[config.mk]
export PLATFORM = sky130hd
export DESIGN_NAME = rgb_to_hsl_converter
export DESIGN_NICKNAME = d
export VERILOG_FILES = /design/src/hw/rtl/rgbhsl_pkg.sv /design/src/hw/rtl/rgbhsl_div.sv /design/src/hw/rtl/rgb_to_hsl_converter.sv
export SDC_FILE = /design/constraint.sdc
export NUM_CORES = 2
export LEC_CHECK = 0
export ABC_CLOCK_PERIOD_IN_PS = 4900
export BUFFER_PORTS_ARGS = -buffer_cell sky130_fd_sc_hd__buf_2
export CORE_UTILIZATION = 55
export DETAILED_ROUTE_END_ITERATION = 10
export GPL_TIMING_DRIVEN = 0
export PLACE_DENSITY_LB_ADDON = 0.2
export SLEW_MARGIN = 5
export SYNTH_ARGS = -nofsm -noshare
export SYNTH_HDL_FRONTEND = slang
export SYNTH_SLANG_ARGS = --single-unit
[constraint.sdc]
create_clock -name clk -period 4.9 [get_ports clk]
set_clock_uncertainty 0.2 [all_clocks]
set_input_delay 0.49 -clock clk [delete_from_list [all_inputs] [get_ports clk]]
set_output_delay 0.49 -clock clk [all_outputs]
set_load 0.01 [all_outputs]
[src/hw/rtl/rgbhsl_pkg.sv]
// Shared types and constants for the RGB to HSL converter.
// Used by the pipelined divider and the converter top level; no dependencies.
`default_nettype none

package rgbhsl_pkg;

  localparam int COMP_W = 8;   // width of one color component
  localparam int HUE_W  = 15;  // hue in 1/64 degree
  localparam int FRAC_W = 16;  // saturation and lightness scaled by 65535

  // Divider geometry: numerators below 2^24, 8-bit divisors, 16 quotient bits,
  // one quotient bit per stage plus one rounding stage.
  localparam int DIV_NUM_W = 24;
  localparam int DIV_DEN_W = 8;
  localparam int DIV_Q_W   = 16;
  localparam int DIV_LAT   = DIV_Q_W + 1;

  // Sum of max and min at which the saturation divisor switches over,
  // and the full-scale sum.
  localparam int SUM_HALF = 255;
  localparam int SUM_FULL = 510;

  // Sector offsets in units of 60 degrees.
  localparam int HUE_OFF_RED_WRAP = 6;
  localparam int HUE_OFF_GREEN    = 2;
  localparam int HUE_OFF_BLUE     = 4;

  // One full turn of hue in 1/64 degree.
  localparam int HUE_FULL_TURN = 23040;

  typedef enum logic [1:0] {
    SEC_RED,
    SEC_GREEN,
    SEC_BLUE
  } sector_t;

  typedef struct packed {
    logic [COMP_W-1:0] red;
    logic [COMP_W-1:0] green;
    logic [COMP_W-1:0] blue;
  } rgb_pixel_t;

  typedef struct packed {
    logic [HUE_W-1:0]  hue;
    logic [FRAC_W-1:0] saturation;
    logic [FRAC_W-1:0] lightness;
  } hsl_pixel_t;

endpackage

`default_nettype wire

[src/hw/rtl/rgbhsl_div.sv]
// Pipelined restoring divider with round-to-nearest (half up) quotient.
// One quotient bit per register stage, then a rounding stage; uses rgbhsl_pkg.
`default_nettype none

module rgbhsl_div import rgbhsl_pkg::*; #(
  parameter int NUM_W = DIV_NUM_W,
  parameter int DEN_W = DIV_DEN_W,
  parameter int Q_W   = DIV_Q_W
) (
  input  logic             clk,
  input  logic [NUM_W-1:0] num,
  input  logic [DEN_W-1:0] den,
  output logic [Q_W-1:0]   quot
);

  // The quotient must fit in Q_W bits: num < den * 2^Q_W.
  localparam int CMP_W = (NUM_W > DEN_W + Q_W) ? NUM_W : DEN_W + Q_W;

  logic [CMP_W-1:0] rem_r [1:Q_W];
  logic [DEN_W-1:0] den_r [1:Q_W];
  logic [Q_W-1:0]   q_r   [1:Q_W];
  logic [Q_W-1:0]   quot_r;
  logic [CMP_W:0]   twice_rem;
  logic             round_up;

  genvar i;
  for (i = 0; i < Q_W; i++) begin : g_stage
    logic [CMP_W-1:0] rem_in;
    logic [DEN_W-1:0] den_in;
    logic [Q_W-1:0]   q_in;
    logic [CMP_W-1:0] trial;
    logic [CMP_W:0]   diff;

    if (i == 0) begin : g_first
      assign rem_in = CMP_W'(num);
      assign den_in = den;
      assign q_in   = '0;
    end else begin : g_next
      assign rem_in = rem_r[i];
      assign den_in = den_r[i];
      assign q_in   = q_r[i];
    end

    // Trial subtract of the divisor aligned to this quotient bit.
    assign trial = CMP_W'(den_in) << (Q_W - 1 - i);
    assign diff  = {1'b0, rem_in} - {1'b0, trial};

    always_ff @(posedge clk) begin
      rem_r[i+1] <= diff[CMP_W] ? rem_in : diff[CMP_W-1:0];
      den_r[i+1] <= den_in;
      q_r[i+1]   <= {q_in[Q_W-2:0], ~diff[CMP_W]};
    end
  end

  // Round up when the remainder is at least half the divisor.
  assign twice_rem = {rem_r[Q_W], 1'b0};
  assign round_up  = twice_rem >= (CMP_W + 1)'(den_r[Q_W]);

  always_ff @(posedge clk) begin
    quot_r <= q_r[Q_W] + Q_W'(round_up);
  end

  assign quot = quot_r;

endmodule

`default_nettype wire

[src/hw/rtl/rgb_to_hsl_converter.sv]
// RGB to HSL converter: a request passes through two front-end stages, 17
// divider stages and one output stage, the first loading at the accepting
// edge, before the result strobe rises. Throughput is one request per clock;
// busy is never raised and the result strobe cannot be held off, so every
// stage advances on every clock.
// Synchronous active-low reset clears only the valid bits of the pipeline;
// data registers are not reset. Depends on rgbhsl_pkg and rgbhsl_div.
`default_nettype none

module rgb_to_hsl_converter import rgbhsl_pkg::*; (
  input  logic       clk,
  input  logic       rst_n,
  input  logic       start,
  output logic       busy,
  input  rgb_pixel_t in_data,
  output logic       out_valid,
  output hsl_pixel_t out_data
);

  localparam int PIPE_LAT = DIV_LAT + 3;

  // The pipeline never stalls, so a request is taken whenever start is high.
  assign busy = 1'b0;

  // ---------------------------------------------------------------------------
  // Stage 1: find max and min, pick the hue sector, and form the component
  // difference that goes with it. Ties resolve red, then green, then blue.
  // ---------------------------------------------------------------------------
  logic [COMP_W-1:0]       mx, mn;
  sector_t                 sector;
  logic signed [COMP_W:0]  diff;

  logic                    s1_valid_r;
  sector_t                 s1_sector_r;
  logic [COMP_W-1:0]       s1_d_r;
  logic [COMP_W:0]         s1_sum_r;
  logic signed [COMP_W:0]  s1_diff_r;

  always_comb begin
    if (in_data.red >= in_data.green && in_data.red >= in_data.blue) begin
      sector = SEC_RED;
      mx     = in_data.red;
    end else if (in_data.green >= in_data.blue) begin
      sector = SEC_GREEN;
      mx     = in_data.green;
    end else begin
      sector = SEC_BLUE;
      mx     = in_data.blue;
    end

    mn = in_data.red;
    if (in_data.green < mn) begin
      mn = in_data.green;
    end
    if (in_data.blue < mn) begin
      mn = in_data.blue;
    end

    case (sector)
      SEC_RED: begin
        diff = $signed({1'b0, in_data.green}) - $signed({1'b0, in_data.blue});
      end
      SEC_GREEN: begin
        diff = $signed({1'b0, in_data.blue}) - $signed({1'b0, in_data.red});
      end
      SEC_BLUE: begin
        diff = $signed({1'b0, in_data.red}) - $signed({1'b0, in_data.green});
      end
      default: begin
        diff = '0;
      end
    endcase
  end

  always_ff @(posedge clk) begin
    if (!rst_n) begin
      s1_valid_r <= 1'b0;
    end else begin
      s1_valid_r <= start && !busy;
    end
    s1_sector_r <= sector;
    s1_d_r      <= mx - mn;
    s1_sum_r    <= {1'b0, mx} + {1'b0, mn};
    s1_diff_r   <= diff;
  end

  // ---------------------------------------------------------------------------
  // Stage 2: build the divider operands and the lightness.
  // Hue numerator is 3840 * (offset * d + diff), where the offset is the
  // sector start in units of 60 degrees; a negative red-sector difference
  // wraps by a full turn. Saturation numerator is d * 65535 over the sum or
  // its complement to 510. Lightness is sum * 65535 / 510 = sum * 257 / 2,
  // so rounding half up is just adding one before the halving.
  // A gray pixel gets a divisor of one so the divider stays well defined;
  // its hue and saturation are forced to zero at the output.
  // ---------------------------------------------------------------------------
  logic                    gray;
  logic [2:0]              sec_off;
  logic [10:0]             sec_base;
  logic signed [11:0]      hue_k_s;
  logic [10:0]             hue_k;
  logic [DIV_NUM_W-1:0]    hue_num;
  logic [DIV_NUM_W-1:0]    sat_num;
  logic [DIV_DEN_W-1:0]    hue_den;
  logic [DIV_DEN_W-1:0]    sat_den;
  logic [FRAC_W:0]         lit_x2;

  logic                    s2_valid_r;
  logic                    s2_gray_r;
  logic [DIV_NUM_W-1:0]    s2_hue_num_r;
  logic [DIV_NUM_W-1:0]    s2_sat_num_r;
  logic [DIV_DEN_W-1:0]    s2_hue_den_r;
  logic [DIV_DEN_W-1:0]    s2_sat_den_r;
  logic [FRAC_W-1:0]       s2_lit_r;

  always_comb begin
    gray = (s1_d_r == '0);

    case (s1_sector_r)
      SEC_RED:   sec_off = s1_diff_r[COMP_W] ? 3'(HUE_OFF_RED_WRAP) : 3'd0;
      SEC_GREEN: sec_off = 3'(HUE_OFF_GREEN);
      SEC_BLUE:  sec_off = 3'(HUE_OFF_BLUE);
      default:   sec_off = 3'd0;
    endcase

    sec_base = 11'(sec_off) * 11'(s1_d_r);
    hue_k_s  = $signed({1'b0, sec_base}) + {{3{s1_diff_r[COMP_W]}}, s1_diff_r};
    hue_k    = hue_k_s[10:0];

    // 3840 * k as 4096 * k - 256 * k.
    hue_num = DIV_NUM_W'({hue_k, 12'b0}) - DIV_NUM_W'({hue_k, 8'b0});
    // 65535 * d as 65536 * d - d.
    sat_num = DIV_NUM_W'({s1_d_r, 16'b0}) - DIV_NUM_W'(s1_d_r);

    if (gray) begin
      hue_den = DIV_DEN_W'(1);
      sat_den = DIV_DEN_W'(1);
    end else begin
      hue_den = s1_d_r;
      if (s1_sum_r < (COMP_W + 1)'(SUM_HALF)) begin
        sat_den = s1_sum_r[DIV_DEN_W-1:0];
      end else begin
        sat_den = DIV_DEN_W'((COMP_W + 1)'(SUM_FULL) - s1_sum_r);
      end
    end

    lit_x2 = (FRAC_W + 1)'({s1_sum_r, 8'b0}) + (FRAC_W + 1)'(s1_sum_r)
           + (FRAC_W + 1)'(1);
  end

  always_ff @(posedge clk) begin
    if (!rst_n) begin
      s2_valid_r <= 1'b0;
    end else begin
      s2_valid_r <= s1_valid_r;
    end
    s2_gray_r    <= gray;
    s2_hue_num_r <= hue_num;
    s2_sat_num_r <= sat_num;
    s2_hue_den_r <= hue_den;
    s2_sat_den_r <= sat_den;
    s2_lit_r     <= lit_x2[FRAC_W:1];
  end

  // ---------------------------------------------------------------------------
  // Dividers: two identical bit-per-stage pipelines run side by side, so the
  // hue and saturation quotients come out on the same cycle.
  // ---------------------------------------------------------------------------
  logic [DIV_Q_W-1:0] hue_q;
  logic [DIV_Q_W-1:0] sat_q;

  rgbhsl_div #(
    .NUM_W (DIV_NUM_W),
    .DEN_W (DIV_DEN_W),
    .Q_W   (DIV_Q_W)
  ) u_hue_div (
    .clk  (clk),
    .num  (s2_hue_num_r),
    .den  (s2_hue_den_r),
    .quot (hue_q)
  );

  rgbhsl_div #(
    .NUM_W (DIV_NUM_W),
    .DEN_W (DIV_DEN_W),
    .Q_W   (DIV_Q_W)
  ) u_sat_div (
    .clk  (clk),
    .num  (s2_sat_num_r),
    .den  (s2_sat_den_r),
    .quot (sat_q)
  );

  // Valid, gray flag and lightness ride a delay line that matches the
  // divider latency.
  logic              dly_valid_r [0:DIV_LAT-1];
  logic              dly_gray_r  [0:DIV_LAT-1];
  logic [FRAC_W-1:0] dly_lit_r   [0:DIV_LAT-1];

  always_ff @(posedge clk) begin
    if (!rst_n) begin
      for (int j = 0; j < DIV_LAT; j++) begin
        dly_valid_r[j] <= 1'b0;
      end
    end else begin
      dly_valid_r[0] <= s2_valid_r;
      for (int j = 1; j < DIV_LAT; j++) begin
        dly_valid_r[j] <= dly_valid_r[j-1];
      end
    end
    dly_gray_r[0] <= s2_gray_r;
    dly_lit_r[0]  <= s2_lit_r;
    for (int j = 1; j < DIV_LAT; j++) begin
      dly_gray_r[j] <= dly_gray_r[j-1];
      dly_lit_r[j]  <= dly_lit_r[j-1];
    end
  end

  // ---------------------------------------------------------------------------
  // Output register: the result strobe is high for exactly one cycle per
  // request. Gray pixels report zero hue and zero saturation.
  // ---------------------------------------------------------------------------
  logic       out_valid_r;
  hsl_pixel_t out_data_r;

  always_ff @(posedge clk) begin
    if (!rst_n) begin
      out_valid_r <= 1'b0;
    end else begin
      out_valid_r <= dly_valid_r[DIV_LAT-1];
    end
    out_data_r.hue        <= dly_gray_r[DIV_LAT-1] ? '0 : hue_q[HUE_W-1:0];
    out_data_r.saturation <= dly_gray_r[DIV_LAT-1] ? '0 : sat_q[FRAC_W-1:0];
    out_data_r.lightness  <= dly_lit_r[DIV_LAT-1];
  end

  assign out_valid = out_valid_r;
  assign out_data  = out_data_r;

  // ---------------------------------------------------------------------------
  // Assertions
  // ---------------------------------------------------------------------------

  // Every result strobe traces back to a request taken earlier.
  a_strobe_has_request: assert property (
    @(posedge clk) disable iff (!rst_n)
    out_valid |-> $past(start, PIPE_LAT)
  ) else $error("result strobe without a matching request");

  // The hue divider never produces a full turn or more.
  a_hue_in_range: assert property (
    @(posedge clk) disable iff (!rst_n)
    out_valid |-> (out_data.hue < HUE_W'(HUE_FULL_TURN))
  ) else $error("hue out of range");

  // Black is gray, so zero lightness must come with zero hue and saturation.
  a_black_is_gray: assert property (
    @(posedge clk) disable iff (!rst_n)
    (out_valid && out_data.lightness == '0)
      |-> (out_data.hue == '0 && out_data.saturation == '0)
  ) else $error("black pixel with nonzero hue or saturation");

endmodule

`default_nettype wire

==> run metrics <==
result of the run=complete, no violations; Pins Over Slew Limit=0; final hold viol count=0; CTS root buffer=clkbuf_16; via count of the first global-routing pass=35900; post-synthesis instance area=58000 µm²; Async S/R FF share, synth=0; detailed-placement wirelength estimate=68.7 mm; layout cells sized above 1=0.0831; # nets final=6119; initial antenna violation count=1; TritonRoute pass-1 iters=7; latest clock arrival within the worst-skew pair=0.76 ns; number of cells on the worst reg-to-reg path=18; Tmin final=4.67 ns; sort of element at the start of the critical path=primary input; clock input transition at the sequential cells of the worst setup and hold paths=0.06 ns; average wire per cell in the routed design=13.0 µm; WS Path Type=in -> reg; final core area utilization=0.631; cts bufs inserted=158; pin count of the biggest net entering global routing=17; portion of synthesized cell area occupied by the leading cell type=0.571; overall routed net length=94.1 mm; area delta synth->final=13.3%; Synth Warn #=0; Synth Flop Type=dfxtp_1; Slew HR=0.378; placeable core region=104000 µm²; Critical R2R Launch=s1_diff_r[8]; die area=107000 µm²; Worst Hold Launch=in_data[14]; initial standard-cell utilization of the core=0.557; DRC viols=0; max-cap viol count=0; vias after detailed routing=36100; Worst Hold Path Cells=5; Die Wd=327 µm; endpoint required time on the critical path=5.39 ns; routed vias/inst=4.99; endpoint of the lowest-slack register-to-register path=s2_hue_num_r[20]; register area share after synthesis=0.571; placer's final routability congestion estimate=0.888; count of boundary I/O pins=76; data arrival time at the worst-slack endpoint=5.15 ns; global-route wire length before repair=159 mm; number of clock sinks=1654; # port buffers=73; post-synthesis sequential element count=1654; period utilization=0.952; number of violations reported at the end of detailed-routing iteration 0=1583; critical path capture point type=register; buffer levels on the longest clock path=3; leading cell types by total area after synthesis=dfxtp_1, ha_1, xnor2_1; Synth cell types=91; EDFF count, synth=0; hold-critical path endpoint=s1_diff_r[6]; remaining number of nets flagged by the antenna check after routing=0; clock tree from TritonCTS=built; height of the chip=327 µm; floorplan row count=118; hold crit path type=in -> reg; overflow left after global routing=0; # setup viols final=0; H-tree levels=4; actual transition at the worst max-transition pin=0.924 ns; GRT Resource Usage Total=0.176; net count after synthesis=5880; cell taking the most area after synthesis=dfxtp_1; maximum fanout encountered on the critical timing path=10; maximum clock frequency=214 MHz; slack of the worst reg-to-reg path=0.29 ns; mean area per synthesized cell=10.6 µm²; synthesized instance count=5465
## critical path, stage by stage
cell and delay [ns]:
buf_2 0.10, inv_1 0.09, ha_1 0.38, nand3_1 0.14, a21oi_2 0.19, o31ai_2 0.09
a22oi_2 0.19, buf_6 0.21, mux2i_1 0.27, inv_1 0.11, ha_1 0.29, nand3_1 0.12
o221a_2 0.28, o211ai_1 0.31, buf_6 0.23, mux2i_2 0.27, ha_2 0.22, inv_1 0.05
fa_2 0.35, a21oi_1 0.14, nor2_1 0.05, nor2_1 0.19, o21bai_1 0.09, a21oi_1 0.16
xnor2_1 0.13
## through the flow
stage	setup WS (ns)	cells	hold slack, ns	setup TNS [ns]	instance area, µm²
floorplan	-0.0119	5465	0.110	-0.0119	58000
global placement	-1.04	6918	0.110	-10.47	60100
detailed placement	-1.02	6918	0.112	-10.30	60100
CTS	0.0363	7216	0.0117	0	65600
global route	-0.00544	7221	0.0541	-0.00544	65700
finish	0.235	7221	0.0667	0	65700
## repair_timing
action	4_1_cts	5_1_grt
gates resized for setup	2	23
hold endpoints to repair	22	0
setup endpoints to repair	7	9
hold buffers	5	0
setup buffers	1	0
pin swaps	1	2
## placed cells by master (no fill, tap or decap), types with 80 or more instances in the layout
master	n
dfxtp_1	1650
inv_1	436
nor2_1	418
ha_1	340
nand2_1	314
o21ai_0	288
a21oi_1	233
xnor2_1	213
xor2_1	198
clkbuf_16	160
nor3_1	153
nor2b_1	117
nand2b_1	95
clkbuf_1	92
o21a_1	86
buf_2	80
## cell families (layout without fill, tap and decap cells)
family	count (synthesis)	after routing	synth area share
flip-flops	1654	1654	0.571
other	1	6	0.0000646
buffers and inverters	507	878	0.0332
XOR/XNOR	411	411	0.0621
AND/OR/NAND/NOR	1493	1493	0.128
adder cells (fa/ha/maj)	388	388	0.0895
AO/OA/AOI/OAI	911	911	0.0974
multiplexers	100	100	0.0187
## cells in the mapped netlist, drive strengths merged, types with 6 or more instances
master and instances:
a211o 7, nand3 67, nand2b 95, o22ai 6, inv 437, o21ai 292
o2111ai 6, mux2 66, o211ai 18, a211oi 29, nand4 18, buf 12
a21boi 26, nor3b 11, o21bai 15, and2 46, or4 36, nand3b 17
nor2 422, xor2 198, a21o 43, a31oi 20, and3 22, fa 45
o21a 86, xnor2 213, mux2i 34, nor4 65, o31ai 49, nand2 314
or3 54, or2 27, a21oi 234, nor2b 118, nor3 153, ha 343
o31a 25, clkbuf 56, nand4b 6, dfxtp 1654
## flip-flops by register name, summed over array words and instances, names as in the netlist, 17 cells and up
name,count
u_sat_div.q_r,136
dly_valid_r,17
u_hue_div.den_r,124
dly_gray_r,17
out_data,47
dly_lit_r,272
u_hue_div.rem_r,292
u_hue_div.q_r,120
s2_sat_num_r,23
u_sat_div.den_r,116
u_sat_div.rem_r,381
## routing by layer
layer | part of all wire | routed length, µm | vias to the layer above | global-route usage
li1 | - | - | 18900 | -
met1 | 0.41 | 38300 | 16400 | 0.184
met2 | 0.53 | 49500 | 493 | 0.340
met3 | 0.031 | 2930 | 236 | 0.0312
met4 | 0.035 | 3330 | 0 | 0.0794
met5 | 0 | 0 | - | 0
## worst max path at each step
stage	start	to	slack, ns	cells past startpoint
6_report	in_data[12]	s1_d_r[6]	0.23	25
5_1_grt	s1_diff_r[8]	s2_hue_num_r[20]	-0.005	20
4_1_cts	s1_diff_r[8]	s2_hue_num_r[20]	0.04	18
3_5_place_dp	in_data[9]	s1_sum_r[7]	-1.02	24
3_3_place_gp	in_data[9]	s1_sum_r[7]	-1.04	24
2_1_floorplan	in_data[9]	s1_sum_r[7]	-0.01	23
## cell type report
| cell class | instances | area (µm²) |
|---|---|---|
| Timing Repair Buffer | 79 | 423 |
| Tap cell | 1380 | 1730 |
| Antenna cell | 5 | 12.5 |
| Clock inverter | 62 | 797 |
| Clock buffer | 230 | 4610 |
| Sequential cell | 1654 | 33100 |
| Buffer | 68 | 290 |
| Fill cell | 8251 | 38400 |
| Multi-Input combinational cell | 3304 | 23100 |
| Inverter | 439 | 1650 |
Power is left out: the tool's default activity adds up to more than one toggle a clock period on the data nets, which glitch-free logic cannot reach.
